<file path="src/design/smrg_pkg.sv">
package smrg_pkg;

    // Field widths fixed by the interface.
    localparam int SIZE_W    = 9;
    localparam int COORD_W   = 8;
    localparam int IDX_W     = 24;
    localparam int COEFF_W   = 6;
    localparam int CNT_W     = 5;
    localparam int CFG_IDX_W = 2;

    // Internal widths: x/y/z sizes never exceed 511, so nx*ny fits 18 bits
    // and y*nx fits 17 bits.
    localparam int PLANE_W = 2 * SIZE_W;
    localparam int YOFF_W  = COORD_W + SIZE_W;
    localparam int ROWS_W  = COORD_W + PLANE_W;

    localparam int DEFAULT_MAX_DIM = 256;

    // Row jobs held between the front and the back part.
    localparam int Q_DEPTH = 4;

    // Configuration register indexes.
    localparam logic [CFG_IDX_W-1:0] REG_SIZE_X = 2'd0;
    localparam logic [CFG_IDX_W-1:0] REG_SIZE_Y = 2'd1;
    localparam logic [CFG_IDX_W-1:0] REG_SIZE_Z = 2'd2;
    localparam logic [CFG_IDX_W-1:0] REG_SEVEN  = 2'd3;

    // Offset codes along one axis.
    typedef logic [1:0] ofs_t;
    localparam ofs_t OFS_NEG = 2'd0;
    localparam ofs_t OFS_MID = 2'd1;
    localparam ofs_t OFS_POS = 2'd2;

    localparam logic signed [COEFF_W-1:0] COEFF_DIAG = 6'sd27;
    localparam logic signed [COEFF_W-1:0] COEFF_OFF  = -6'sd1;
    localparam logic [CNT_W:0]            RHS_BASE   = 6'd28;

    typedef struct packed {
        logic [SIZE_W-1:0]  nx;
        logic [SIZE_W-1:0]  ny;
        logic [SIZE_W-1:0]  nz;
        logic [PLANE_W-1:0] plane;
        logic               seven;
    } grid_cfg_t;

    typedef struct packed {
        logic [IDX_W-1:0] row;
        logic             bad;
        logic             xm;
        logic             xp;
        logic             ym;
        logic             yp;
        logic             zm;
        logic             zp;
        logic [CNT_W-1:0] cnt;
        ofs_t             lx;
        ofs_t             ly;
        ofs_t             lz;
    } row_job_t;

endpackage

</file>
<file path="src/design/stencil_matrix_row_generator.sv">
// Matrix-free row generator for the 3D 7-point or 27-point stencil matrix.
// Push one grid point (point_x, point_y, point_z); the block returns one
// result per nonzero of that point's row, its in-grid neighbours in the
// order z offset, then y offset, then x offset (x fastest), each with the
// linear column index z*nx*ny + y*nx + x (kept to 24 bits) and coefficient
// 27 on the diagonal, -1 elsewhere. The last result of a row has last set
// and carries the nonzero count and the right-hand side 28 minus the count.
// A point outside the configured grid returns a single result with
// bad_request and last set and all other fields zero. Sizes above MAX_DIM
// act as MAX_DIM; a size of zero makes every request bad. The back
// sequencer walks a row's stencil offsets one per step, from the corner
// offset up to the row's last in-grid neighbour (a bad request takes a
// single step); a step on an offset that is not a nonzero gives no result,
// and no step is taken while the output register holds a result that is
// not being popped. The first result of a request passes the front's
// stage register, the row queue and the output register; it also waits for
// offsets skipped before the first in-grid neighbour, and for older rows.
// Up to four requests may be in flight, so several pushes are taken while
// a row is still being emitted. Configuration is written while no request
// is outstanding.
module stencil_matrix_row_generator
    import smrg_pkg::*;
#(
    parameter int MAX_DIM = DEFAULT_MAX_DIM
)
(
    input  logic                       clk,
    input  logic                       rst_n,
    input  logic                       cfg_write,
    input  logic [CFG_IDX_W-1:0]       cfg_index,
    input  logic [SIZE_W-1:0]          cfg_data,
    input  logic                       push,
    output logic                       full,
    input  logic [COORD_W-1:0]         point_x,
    input  logic [COORD_W-1:0]         point_y,
    input  logic [COORD_W-1:0]         point_z,
    output logic                       empty,
    input  logic                       pop,
    output logic [IDX_W-1:0]           row_index,
    output logic [IDX_W-1:0]           col_index,
    output logic signed [COEFF_W-1:0]  coeff,
    output logic                       is_diagonal,
    output logic [CNT_W-1:0]           row_count,
    output logic [CNT_W-1:0]           rhs_value,
    output logic                       last,
    output logic                       bad_request
);

    logic [SIZE_W-1:0]  size_x_reg;
    logic [SIZE_W-1:0]  size_y_reg;
    logic [SIZE_W-1:0]  size_z_reg;
    logic               seven_reg;
    logic [PLANE_W-1:0] plane_reg;

    logic [SIZE_W-1:0]  nx_eff;
    logic [SIZE_W-1:0]  ny_eff;
    logic [SIZE_W-1:0]  nz_eff;
    grid_cfg_t          cfg;

    logic               job_push;
    row_job_t           job_in;
    logic               job_valid;
    row_job_t           job_head;
    logic               job_done;

    // Configuration registers. Every index in the port's range names one.
    always_ff @(posedge clk or negedge rst_n)
    begin
        if (!rst_n)
        begin
            size_x_reg <= SIZE_W'(1);
            size_y_reg <= SIZE_W'(1);
            size_z_reg <= SIZE_W'(1);
            seven_reg  <= 1'b0;
        end
        else if (cfg_write)
        begin
            unique case (cfg_index)
                REG_SIZE_X: size_x_reg <= cfg_data;
                REG_SIZE_Y: size_y_reg <= cfg_data;
                REG_SIZE_Z: size_z_reg <= cfg_data;
                REG_SEVEN:  seven_reg  <= cfg_data[0];
                default:    ;
            endcase
        end
    end

    // Sizes clamp to the largest supported grid.
    assign nx_eff = (32'(size_x_reg) > MAX_DIM) ? SIZE_W'(MAX_DIM) : size_x_reg;
    assign ny_eff = (32'(size_y_reg) > MAX_DIM) ? SIZE_W'(MAX_DIM) : size_y_reg;
    assign nz_eff = (32'(size_z_reg) > MAX_DIM) ? SIZE_W'(MAX_DIM) : size_z_reg;

    // The plane size nx*ny is registered every cycle. The front part first
    // reads it in the cycle after a request is accepted, so a request pushed
    // right after a size write still sees the new plane.
    always_ff @(posedge clk or negedge rst_n)
    begin
        if (!rst_n)
        begin
            plane_reg <= PLANE_W'(1);
        end
        else
        begin
            plane_reg <= PLANE_W'(nx_eff) * PLANE_W'(ny_eff);
        end
    end

    always_comb
    begin
        cfg.nx    = nx_eff;
        cfg.ny    = ny_eff;
        cfg.nz    = nz_eff;
        cfg.plane = plane_reg;
        cfg.seven = seven_reg;
    end

    // Front: takes requests, checks bounds, forms the row index and the
    // neighbour summary (which sides exist, count, last offset).
    smrg_front u_front (
        .clk      (clk),
        .rst_n    (rst_n),
        .cfg      (cfg),
        .push     (push),
        .full     (full),
        .point_x  (point_x),
        .point_y  (point_y),
        .point_z  (point_z),
        .job_done (job_done),
        .job_push (job_push),
        .job      (job_in)
    );

    // Short queue of classified rows between the two halves.
    smrg_queue u_queue (
        .clk      (clk),
        .rst_n    (rst_n),
        .wr_en    (job_push),
        .wr_job   (job_in),
        .rd_en    (job_done),
        .rd_valid (job_valid),
        .rd_job   (job_head)
    );

    // Back: walks the stencil offsets of the row at the queue head and
    // delivers each nonzero through an output register.
    smrg_back u_back (
        .clk         (clk),
        .rst_n       (rst_n),
        .cfg         (cfg),
        .job_valid   (job_valid),
        .job         (job_head),
        .job_done    (job_done),
        .empty       (empty),
        .pop         (pop),
        .row_index   (row_index),
        .col_index   (col_index),
        .coeff       (coeff),
        .is_diagonal (is_diagonal),
        .row_count   (row_count),
        .rhs_value   (rhs_value),
        .last        (last),
        .bad_request (bad_request)
    );

endmodule

</file>
<file path="src/design/smrg_front.sv">
module smrg_front
    import smrg_pkg::*;
(
    input  logic               clk,
    input  logic               rst_n,
    input  grid_cfg_t          cfg,
    input  logic               push,
    output logic               full,
    input  logic [COORD_W-1:0] point_x,
    input  logic [COORD_W-1:0] point_y,
    input  logic [COORD_W-1:0] point_z,
    input  logic               job_done,
    output logic               job_push,
    output row_job_t           job
);

    localparam int OCC_W = $clog2(Q_DEPTH + 1);

    logic [OCC_W-1:0]   occ_reg;
    logic               v1_reg;
    logic [COORD_W-1:0] x1_reg;
    logic [COORD_W-1:0] y1_reg;
    logic [COORD_W-1:0] z1_reg;
    logic [YOFF_W-1:0]  yoff1_reg;
    logic               bad1_reg;

    logic               accept;
    logic [ROWS_W-1:0]  row_sum;
    logic [SIZE_W-1:0]  x_inc;
    logic [SIZE_W-1:0]  y_inc;
    logic [SIZE_W-1:0]  z_inc;
    logic [1:0]         cx;
    logic [1:0]         cy;
    logic [1:0]         cz;
    logic [CNT_W-1:0]   cnt27;
    logic [CNT_W-1:0]   cnt7;

    // Credits cover both the stage register and the queue, so the queue
    // can never overflow.
    assign full   = (occ_reg == OCC_W'(Q_DEPTH));
    assign accept = push && !full;

    always_ff @(posedge clk or negedge rst_n)
    begin
        if (!rst_n)
        begin
            occ_reg <= '0;
            v1_reg  <= 1'b0;
        end
        else
        begin
            if (accept && !job_done)
            begin
                occ_reg <= occ_reg + OCC_W'(1);
            end
            else if (!accept && job_done)
            begin
                occ_reg <= occ_reg - OCC_W'(1);
            end
            v1_reg <= accept;
        end
    end

    always_ff @(posedge clk)
    begin
        if (accept)
        begin
            x1_reg    <= point_x;
            y1_reg    <= point_y;
            z1_reg    <= point_z;
            yoff1_reg <= YOFF_W'(point_y) * YOFF_W'(cfg.nx);
            bad1_reg  <= (SIZE_W'(point_x) >= cfg.nx) || (SIZE_W'(point_y) >= cfg.ny)
                      || (SIZE_W'(point_z) >= cfg.nz);
        end
    end

    assign row_sum = ROWS_W'(z1_reg) * ROWS_W'(cfg.plane) + ROWS_W'(yoff1_reg)
                   + ROWS_W'(x1_reg);
    assign x_inc   = SIZE_W'(x1_reg) + SIZE_W'(1);
    assign y_inc   = SIZE_W'(y1_reg) + SIZE_W'(1);
    assign z_inc   = SIZE_W'(z1_reg) + SIZE_W'(1);

    always_comb
    begin
        job      = '0;
        job.bad  = bad1_reg;
        job.row  = row_sum[IDX_W-1:0];
        job.xm   = (x1_reg != '0);
        job.ym   = (y1_reg != '0);
        job.zm   = (z1_reg != '0);
        job.xp   = (x_inc < cfg.nx);
        job.yp   = (y_inc < cfg.ny);
        job.zp   = (z_inc < cfg.nz);

        cx    = 2'd1 + 2'(job.xm) + 2'(job.xp);
        cy    = 2'd1 + 2'(job.ym) + 2'(job.yp);
        cz    = 2'd1 + 2'(job.zm) + 2'(job.zp);
        cnt27 = CNT_W'(cx) * CNT_W'(cy) * CNT_W'(cz);
        cnt7  = CNT_W'(1) + CNT_W'(job.xm) + CNT_W'(job.xp) + CNT_W'(job.ym)
              + CNT_W'(job.yp) + CNT_W'(job.zm) + CNT_W'(job.zp);

        if (cfg.seven)
        begin
            job.cnt = cnt7;
            job.lx  = OFS_MID;
            job.ly  = OFS_MID;
            job.lz  = OFS_MID;
            if (job.zp)
            begin
                job.lz = OFS_POS;
            end
            else if (job.yp)
            begin
                job.ly = OFS_POS;
            end
            else if (job.xp)
            begin
                job.lx = OFS_POS;
            end
        end
        else
        begin
            job.cnt = cnt27;
            job.lx  = job.xp ? OFS_POS : OFS_MID;
            job.ly  = job.yp ? OFS_POS : OFS_MID;
            job.lz  = job.zp ? OFS_POS : OFS_MID;
        end
    end

    assign job_push = v1_reg;

    a_occ_bound: assert property (@(posedge clk) disable iff (!rst_n)
        occ_reg <= OCC_W'(Q_DEPTH))
        else $error("front credit count exceeds queue depth");

    a_done_has_credit: assert property (@(posedge clk) disable iff (!rst_n)
        job_done |-> occ_reg != '0)
        else $error("row finished with no request outstanding");

endmodule

</file>
<file path="src/design/smrg_queue.sv">
module smrg_queue
    import smrg_pkg::*;
(
    input  logic     clk,
    input  logic     rst_n,
    input  logic     wr_en,
    input  row_job_t wr_job,
    input  logic     rd_en,
    output logic     rd_valid,
    output row_job_t rd_job
);

    localparam int PTR_W = (Q_DEPTH > 1) ? $clog2(Q_DEPTH) : 1;
    localparam int CNT_QW = $clog2(Q_DEPTH + 1);

    row_job_t           slot_reg [Q_DEPTH];
    logic [PTR_W-1:0]   wr_ptr_reg;
    logic [PTR_W-1:0]   rd_ptr_reg;
    logic [CNT_QW-1:0]  cnt_reg;

    function automatic logic [PTR_W-1:0] ptr_inc(input logic [PTR_W-1:0] p);
        return (p == PTR_W'(Q_DEPTH - 1)) ? '0 : p + PTR_W'(1);
    endfunction

    always_ff @(posedge clk or negedge rst_n)
    begin
        if (!rst_n)
        begin
            wr_ptr_reg <= '0;
            rd_ptr_reg <= '0;
            cnt_reg    <= '0;
        end
        else
        begin
            if (wr_en)
            begin
                wr_ptr_reg <= ptr_inc(wr_ptr_reg);
            end
            if (rd_en)
            begin
                rd_ptr_reg <= ptr_inc(rd_ptr_reg);
            end
            if (wr_en && !rd_en)
            begin
                cnt_reg <= cnt_reg + CNT_QW'(1);
            end
            else if (!wr_en && rd_en)
            begin
                cnt_reg <= cnt_reg - CNT_QW'(1);
            end
        end
    end

    always_ff @(posedge clk)
    begin
        if (wr_en)
        begin
            slot_reg[wr_ptr_reg] <= wr_job;
        end
    end

    assign rd_valid = (cnt_reg != '0);
    assign rd_job   = slot_reg[rd_ptr_reg];

    a_no_overflow: assert property (@(posedge clk) disable iff (!rst_n)
        wr_en && !rd_en |-> cnt_reg != CNT_QW'(Q_DEPTH))
        else $error("row queue written while full");

endmodule

</file>
<file path="src/design/smrg_back.sv">
module smrg_back
    import smrg_pkg::*;
(
    input  logic                       clk,
    input  logic                       rst_n,
    input  grid_cfg_t                  cfg,
    input  logic                       job_valid,
    input  row_job_t                   job,
    output logic                       job_done,
    output logic                       empty,
    input  logic                       pop,
    output logic [IDX_W-1:0]           row_index,
    output logic [IDX_W-1:0]           col_index,
    output logic signed [COEFF_W-1:0]  coeff,
    output logic                       is_diagonal,
    output logic [CNT_W-1:0]           row_count,
    output logic [CNT_W-1:0]           rhs_value,
    output logic                       last,
    output logic                       bad_request
);

    ofs_t cx_reg;
    ofs_t cy_reg;
    ofs_t cz_reg;
    logic out_valid_reg;

    logic                      out_ready;
    logic                      step;
    logic                      at_last;
    logic                      x_ok;
    logic                      y_ok;
    logic                      z_ok;
    logic [1:0]                off_axes;
    logic                      cell_ok;
    logic                      diag;
    logic                      emit;
    logic [IDX_W-1:0]          tx;
    logic [IDX_W-1:0]          ty;
    logic [IDX_W-1:0]          tz;
    logic [IDX_W-1:0]          col_next;
    ofs_t                      cx_next;
    ofs_t                      cy_next;
    ofs_t                      cz_next;

    assign out_ready = !out_valid_reg || pop;
    assign step      = job_valid && out_ready;

    assign at_last  = (cx_reg == job.lx) && (cy_reg == job.ly) && (cz_reg == job.lz);
    assign x_ok     = (cx_reg == OFS_NEG) ? job.xm : ((cx_reg == OFS_POS) ? job.xp : 1'b1);
    assign y_ok     = (cy_reg == OFS_NEG) ? job.ym : ((cy_reg == OFS_POS) ? job.yp : 1'b1);
    assign z_ok     = (cz_reg == OFS_NEG) ? job.zm : ((cz_reg == OFS_POS) ? job.zp : 1'b1);
    assign off_axes = 2'(cx_reg != OFS_MID) + 2'(cy_reg != OFS_MID) + 2'(cz_reg != OFS_MID);
    assign cell_ok  = x_ok && y_ok && z_ok && !(cfg.seven && (off_axes > 2'd1));
    assign diag     = (off_axes == 2'd0);
    assign emit     = step && (job.bad || cell_ok);
    assign job_done = step && (job.bad || at_last);

    // Column offset terms, modulo 2^24 like the index itself.
    always_comb
    begin
        case (cx_reg)
            OFS_NEG: tx = '1;
            OFS_POS: tx = IDX_W'(1);
            default: tx = '0;
        endcase
        case (cy_reg)
            OFS_NEG: ty = IDX_W'(0) - IDX_W'(cfg.nx);
            OFS_POS: ty = IDX_W'(cfg.nx);
            default: ty = '0;
        endcase
        case (cz_reg)
            OFS_NEG: tz = IDX_W'(0) - IDX_W'(cfg.plane);
            OFS_POS: tz = IDX_W'(cfg.plane);
            default: tz = '0;
        endcase
        col_next = job.row + tx + ty + tz;
    end

    always_comb
    begin
        cx_next = cx_reg;
        cy_next = cy_reg;
        cz_next = cz_reg;
        if (job_done)
        begin
            cx_next = OFS_NEG;
            cy_next = OFS_NEG;
            cz_next = OFS_NEG;
        end
        else if (step)
        begin
            if (cx_reg != OFS_POS)
            begin
                cx_next = cx_reg + 2'd1;
            end
            else
            begin
                cx_next = OFS_NEG;
                if (cy_reg != OFS_POS)
                begin
                    cy_next = cy_reg + 2'd1;
                end
                else
                begin
                    cy_next = OFS_NEG;
                    cz_next = cz_reg + 2'd1;
                end
            end
        end
    end

    always_ff @(posedge clk or negedge rst_n)
    begin
        if (!rst_n)
        begin
            cx_reg        <= OFS_NEG;
            cy_reg        <= OFS_NEG;
            cz_reg        <= OFS_NEG;
            out_valid_reg <= 1'b0;
        end
        else
        begin
            cx_reg <= cx_next;
            cy_reg <= cy_next;
            cz_reg <= cz_next;
            if (emit)
            begin
                out_valid_reg <= 1'b1;
            end
            else if (pop)
            begin
                out_valid_reg <= 1'b0;
            end
        end
    end

    always_ff @(posedge clk)
    begin
        if (emit)
        begin
            if (job.bad)
            begin
                row_index   <= '0;
                col_index   <= '0;
                coeff       <= '0;
                is_diagonal <= 1'b0;
                row_count   <= '0;
                rhs_value   <= '0;
                last        <= 1'b1;
                bad_request <= 1'b1;
            end
            else
            begin
                row_index   <= job.row;
                col_index   <= col_next;
                coeff       <= diag ? COEFF_DIAG : COEFF_OFF;
                is_diagonal <= diag;
                row_count   <= at_last ? job.cnt : '0;
                rhs_value   <= at_last ? CNT_W'(RHS_BASE - (CNT_W + 1)'(job.cnt)) : '0;
                last        <= at_last;
                bad_request <= 1'b0;
            end
        end
    end

    assign empty = !out_valid_reg;

    a_bad_is_last: assert property (@(posedge clk) disable iff (!rst_n)
        out_valid_reg && bad_request |-> last && row_count == '0)
        else $error("bad request result not a lone last result");

    a_last_has_count: assert property (@(posedge clk) disable iff (!rst_n)
        out_valid_reg && last && !bad_request |-> row_count != '0)
        else $error("last result of a row carries no count");

    a_done_emits: assert property (@(posedge clk) disable iff (!rst_n)
        job_done |=> out_valid_reg && last)
        else $error("row finished without its last result");

endmodule

</file>
<file path="config.mk">
export PLATFORM = sky130hd
export DESIGN_NAME = stencil_matrix_row_generator
export DESIGN_NICKNAME = d
export VERILOG_FILES = /design/src/design/smrg_pkg.sv /design/src/design/stencil_matrix_row_generator.sv /design/src/design/smrg_front.sv /design/src/design/smrg_queue.sv /design/src/design/smrg_back.sv
export SDC_FILE = /design/constraint.sdc
export NUM_CORES = 1
export LEC_CHECK = 0
export ABC_CLOCK_PERIOD_IN_PS = 14300
export BUFFER_PORTS_ARGS = -buffer_cell sky130_fd_sc_hd__buf_2
export CAP_MARGIN = 20
export CORE_ASPECT_RATIO = 0.6
export CORE_MARGIN = 1.5
export CORE_UTILIZATION = 67
export CTS_BUF_LIST = sky130_fd_sc_hd__clkbuf_2 sky130_fd_sc_hd__clkbuf_4 sky130_fd_sc_hd__clkbuf_8
export DETAILED_ROUTE_END_ITERATION = 10
export PLACE_DENSITY_LB_ADDON = 0.15
export REMOVE_ABC_BUFFERS = 1
export SYNTH_ARGS = -nofsm -noshare
export SYNTH_HDL_FRONTEND = slang
export SYNTH_SLANG_ARGS = --single-unit
export TNS_END_PERCENT = 1
</file>
<file path="constraint.sdc">
create_clock -name clk -period 14.3 [get_ports clk]
set_input_delay 1.43 -clock clk [delete_from_list [all_inputs] [get_ports clk]]
set_output_delay 1.43 -clock clk [all_outputs]
set_load 0.03 [all_outputs]
</file>
==> flow_summary.toml, run 1 <==
[critical_path]
crit_path_start_kind = "flop"
critPathArrivalTime_ns = 6.76
crit_fanout = 23
path_class = "flop to flop"
r2r_setup_slack_ns = 7.93
crit_required_ns = 14.68
endpoint_kind = "flop"

[yosys]
synth_xor_area_frac = 0.0391
synth-compound-area-share = 0.0632
synth.cell_area_mm2 = 0.0269
ys_seq_area_frac = 0.359
avgSynthCellArea_um2 = 11.1
synth_top_family_by_area = "adder cells"
yosysWarnings = 0
synth_common_cells = "inv_1, edfxtp_1, fa_1"
synthFlopType = "edfxtp_1"
yosysTopAreaCell = "edfxtp_1"
synth_top_area_frac = 0.299
syn-instance-count = 2415
synth-edff-count = 268
synthMuxAreaShare = 0.0504
synth-simple-area-share = 0.115
synth.most_common_cell = "inv_1"
ys_ff_latch = 332
synth_fa_ha_area_frac = 0.305
synth_area_leaders = "edfxtp_1, fa_1, ha_1, dfrtp_1, inv_1"
synthDistinctLibCells = 75
async_flop_share = 0.193

[cts]
cts-resized-gates = 0
post_cts_buffers = 0
cts-root-buf = "clkbuf_8"
cts-buffers-inserted = 49
insertion_delay_ns = 0.62
hold_buffers = 0
cts_num_sinks = 332
cts_tree = "yes"
clockBufferDepth = 3
clk_pin_slew_worst_paths_ns = 0.07
htree_levels = 2

[routing]
wirelength_um = 64500
drc_errors = 2
drtIter0Drc = 1862
drtAntennaViolNets = 0
viasPerCell = 5.93
post_drt_wl_per_cell_um = 21.0
first_pass_iters = 8
num_vias = 18225

[global_routing]
grt_pass1_vias = 18190
antenna_found_initial = 1
grt_usage = 0.324
overflow = 0
grt_pass1_wl_um = 101000
grt_max_degree = 65

[finish]
syn_to_final_growth_pct = 7.79
final-seq-area_mm2 = 0.00966
stdcell_area_mm2 = 0.0290
multi_input_area_mm2 = 0.0154
nets = 3049
drive_gt1_frac = 0.126
fillers = 2701
largest_reg_flops = 164
diodes = 0

[floorplan]
dieArea_mm2 = 0.0414
top_level_ports = 109
initial_core_util = 0.684
die_h_um = 158
die_w_um = 262
rows = 56
core_mm2 = 0.0393

[sta]
drv_slew = 0
fmax_ghz = 0.157
min_period_ns = 6.37
finalSetupViolCount = 0
worst_pin_slew_ns = 1.20
finalHoldViolCount = 0
fin_skew_ns = 0.0282
timing.final.ws_setup_ns = 7.93
relSlewSlack = 0.198
hold-worst-slack_ns = 0.493
rsz0062_at_grt = "no"
period_share = 0.446
fin_setup_tns_ns = 0

[place]
dpl_cell_area_mm2 = 0.0279
post-place-ws_ns = 8.11
gp_congestion = 0.933
place_hpwl_um = 50000
numPortBuffers = 108

[worst_hold_path]
worstHoldPathType = "flop to flop"

[flow_run]
cap_violations = 0

[status]
status = "complete, but fails checks"
violations = "DRC"
## worst paths after layout
kind	from	endpoint	cells after the start
hold reg to reg	u_front.occ_reg[2]	u_front.occ_reg[2]	1
setup reg to reg	u_front.z1_reg[4]	u_queue.slot_reg[1][38]	17
max in group asynchronous	rst_n	u_queue.rd_ptr_reg[0]	2
min in group asynchronous	rst_n	size_y_reg[4]	2
hold / removal	u_front.occ_reg[2]	u_front.occ_reg[2]	1
setup / recovery	u_front.z1_reg[4]	u_queue.slot_reg[1][38]	17
## cells in the final DEF (no fill, tap or decap), types with 6 or more instances in the layout
| cell | n |
|---|---|
| xnor2_1 | 87 |
| clkinv_1 | 11 |
| nor2b_1 | 46 |
| nor2_1 | 134 |
| a22oi_1 | 12 |
| buf_4 | 22 |
| o21a_1 | 17 |
| clkinv_2 | 6 |
| and2_1 | 90 |
| inv_2 | 32 |
| inv_1 | 364 |
| o21ai_0 | 28 |
| or3_1 | 7 |
| and3_1 | 17 |
| o21ai_1 | 26 |
| o31ai_1 | 9 |
| edfxtp_1 | 268 |
| clkbuf_4 | 11 |
| buf_2 | 108 |
| mux4_2 | 41 |
| clkbuf_8 | 58 |
| dfrtp_1 | 58 |
| a21o_1 | 25 |
| fa_1 | 262 |
| a21oi_1 | 69 |
| a211oi_1 | 12 |
| nand3_1 | 18 |
| ha_1 | 236 |
| nand2b_1 | 19 |
| nand2_1 | 239 |
| mux2_2 | 15 |
| nor3_1 | 30 |
| mux2_1 | 18 |
| xor2_1 | 33 |
| a31oi_1 | 8 |
## cell type report
type | count | area share
clock buffer | 68 | 0.0299
multi-input combinational | 1599 | 0.531
sequential | 332 | 0.333
inverter | 398 | 0.0515
tap | 522 | 0.0225
clock inverter | 22 | 0.00678
timing repair buffer | 131 | 0.0248
## through the flow
step | instances | util
final | 3072 | 0.738
after global routing | 3072 | 0.738
after CTS | 3071 | 0.737
after detailed placement | 2981 | 0.710
after global placement | 2981 | 0.710
after floorplan | 2329 | -
## logic make-up (layout without fill, tap and decap cells)
group	after synthesis	count (layout)
and+or+nand+nor	643	643
DFF	332	332
muxes	79	79
adders and majority gates	498	498
xor gates and xnor gates	120	120
buffers and inverters	484	619
AOI/OAI and AO/OA	259	259
## routing by layer
metal  vias up  global-route usage  share of wire
met5         -                   0        0.00022
met4         2              0.0805          0.025
met3       118               0.106           0.12
met2       833               0.461           0.42
met1      9076               0.482           0.44
li1       8196                   -              -
## worst max-delay path: stages, from the launching register on
cell      delay (ns)
edfxtp_1        0.95
nand2_1         0.20
fa_1            0.55
fa_1            0.49
inv_1           0.05
fa_1            0.54
inv_1           0.06
fa_1            0.53
fa_1            0.54
inv_1           0.05
ha_1            0.34
a211oi_1        0.35
o211ai_1        0.26
a41o_1          0.34
a211oi_1        0.39
nand2b_1        0.10
a21oi_1         0.20
xnor2_1         0.21
Power of run 1 is not shown: default switching activity piles up to over one toggle a cycle in this logic, so the estimate is an artifact.
==> run 2, diff against run 1 <==
--- a/config.mk
+++ b/config.mk
@@ -5,12 +5,12 @@
 export SDC_FILE = /design/constraint.sdc
 export NUM_CORES = 1
 export LEC_CHECK = 0
-export ABC_CLOCK_PERIOD_IN_PS = 14300
+export ABC_CLOCK_PERIOD_IN_PS = 5470
 export BUFFER_PORTS_ARGS = -buffer_cell sky130_fd_sc_hd__buf_2
 export CAP_MARGIN = 20
 export CORE_ASPECT_RATIO = 0.6
 export CORE_MARGIN = 1.5
-export CORE_UTILIZATION = 67
+export CORE_UTILIZATION = 59
 export CTS_BUF_LIST = sky130_fd_sc_hd__clkbuf_2 sky130_fd_sc_hd__clkbuf_4 sky130_fd_sc_hd__clkbuf_8
 export DETAILED_ROUTE_END_ITERATION = 10
 export PLACE_DENSITY_LB_ADDON = 0.15
==> constraint.sdc (replaced) <==
create_clock -name clk -period 5.47 [get_ports clk]
set_input_delay 0.547 -clock clk [delete_from_list [all_inputs] [get_ports clk]]
set_output_delay 0.547 -clock clk [all_outputs]
set_load 0.03 [all_outputs]
==> flow_summary.toml, run 2 (synthesis gave the netlist of run 1 again) <==
[floorplan]
dieArea_mm2 = 0.0469
die_w_um = 279
initial_core_util = 0.599
core_mm2 = 0.0449
top_level_ports = 109
rows = 60
die_h_um = 168

[cts]
cts_num_sinks = 332
insertion_delay_ns = 0.62
htree_levels = 2
cts_tree = "yes"
cts-root-buf = "clkbuf_8"
cts-buffers-inserted = 50
clockBufferDepth = 3
hold_buffers = 0
clk_pin_slew_worst_paths_ns = 0.07

[status]
status = "completed"

[sta]
finalSetupViolCount = 0
rsz0062_at_grt = "yes"
hold-worst-slack_ns = 0.122
period_share = 0.987
fin_setup_tns_ns = 0
finalHoldViolCount = 0
relSlewSlack = 0.262
min_period_ns = 5.40
fmax_ghz = 0.185
worst_pin_slew_ns = 1.10
drv_slew = 0
fin_skew_ns = 0.0444

[finish]
mostFrequentLayoutCell = "inv_1"
nets = 3180
diodes = 0
drive_gt1_frac = 0.182
syn_to_final_growth_pct = 12.8
post-route-util = 0.676
largest_reg_flops = 164
layout_common_cells = "inv_1, edfxtp_1, fa_1, nand2_1, ha_1"

[global_routing]
grt_max_degree = 65
grt_usage = 0.284
grt_pass1_wl_um = 103000
grt_pass1_vias = 18890
antenna_found_initial = 1
overflow = 0

[routing]
drc_errors = 0
drtAntennaViolNets = 0
first_pass_iters = 7
post_drt_wl_per_cell_um = 20.1
wirelength_um = 65700
viasPerCell = 5.69
num_vias = 18624
drtIter0Drc = 1635

[worst_hold_path]
worstHoldPathType = "input port to flop"
holdPathStages = 1
worstHoldStart = "point_x[4]"
min_to = "u_front.x1_reg[4]"

[critical_path]
crit_required_ns = 5.78
critPathArrivalTime_ns = 5.71
crit_fanout = 5
reg2reg_to = "u_queue.slot_reg[1][39]"
crit_path_start_kind = "flop"
path_class = "flop to flop"
endpoint_kind = "flop"
r2r_setup_slack_ns = 0.07
r2r_cells = 17
startpoint = "u_front.z1_reg[6]"
timing.rr.start = "u_front.z1_reg[6]"

[place]
place_hpwl_um = 51800
gp_congestion = 0.953
numPortBuffers = 108

[flow_run]
cap_violations = 0
## run 2: cell count changes in the layout (fill, tap and decap cells not counted), moves of 5 or more
cell,previous run,this run
buf_4,22,149
a21oi_1,69,63
a21oi_2,0,6
clkbuf_4,11,16
xnor2_1,87,82
xnor2_2,0,5
## run 2: critical path: stages, from the launching register on
cell and delay [ns]:
edfxtp_1 0.49, nand2_1 0.15, fa_1 0.46, fa_1 0.54, inv_1 0.06, fa_1 0.54, inv_1 0.06, fa_1 0.48
fa_1 0.52, inv_1 0.04, ha_1 0.26, a211oi_1 0.27, o211ai_1 0.17, and4b_2 0.31, nor4_4 0.29, nor2_1 0.12
a31oi_1 0.21, xnor2_1 0.14
## run 2: worst max-delay path by stage
stage                               to  slack, ns  cells after the start
6_report       u_queue.slot_reg[1][39]       0.07                     17
3_3_place_gp      u_back.col_index[18]       0.08                     17
2_1_floorplan     u_back.col_index[19]      -0.05                     15
4_1_cts        u_queue.slot_reg[3][30]     -0.009                     18
3_5_place_dp   u_queue.slot_reg[3][39]      -0.11                     17
5_1_grt           u_back.col_index[16]      -0.12                     19
## run 2: area by class of cell
class,instances,area [µm²]
flip-flops and latches,332,9660
inverters,398,1500
multi-input cells,1599,15600
clock inverters,22,249
repair buffers,261,1730
clock buffers,70,863
fillers,3440,14500
well taps,589,737
## run 2: timing repair
action                                 CTS  global route
buffers inserted                         3             2
pin swaps                                4            11
setup endpoints to repair               25            58
endpoints found under the hold margin    0             0
gates resized for setup                  8            35
## run 2: routing by layer
metal,vias to the layer above,track usage,wire length [µm]
met3,82,0.0555,5570
met2,718,0.407,27900
met4,2,0.0662,1260
met5,-,0,10
li1,8450,-,-
met1,9372,0.447,31000
## run 2: through the flow
stage / setup WS [ns] / cell area (µm²) / cells
floorplan: -0.0508 / 26500 / 2329
global placement: 0.0754 / 29000 / 3174
detailed placement: -0.111 / 29000 / 3174
CTS: -0.00907 / 30200 / 3269
global route: -0.122 / 30300 / 3271
finish: 0.0727 / 30300 / 3271
Power of run 2 is left out for the same reason.
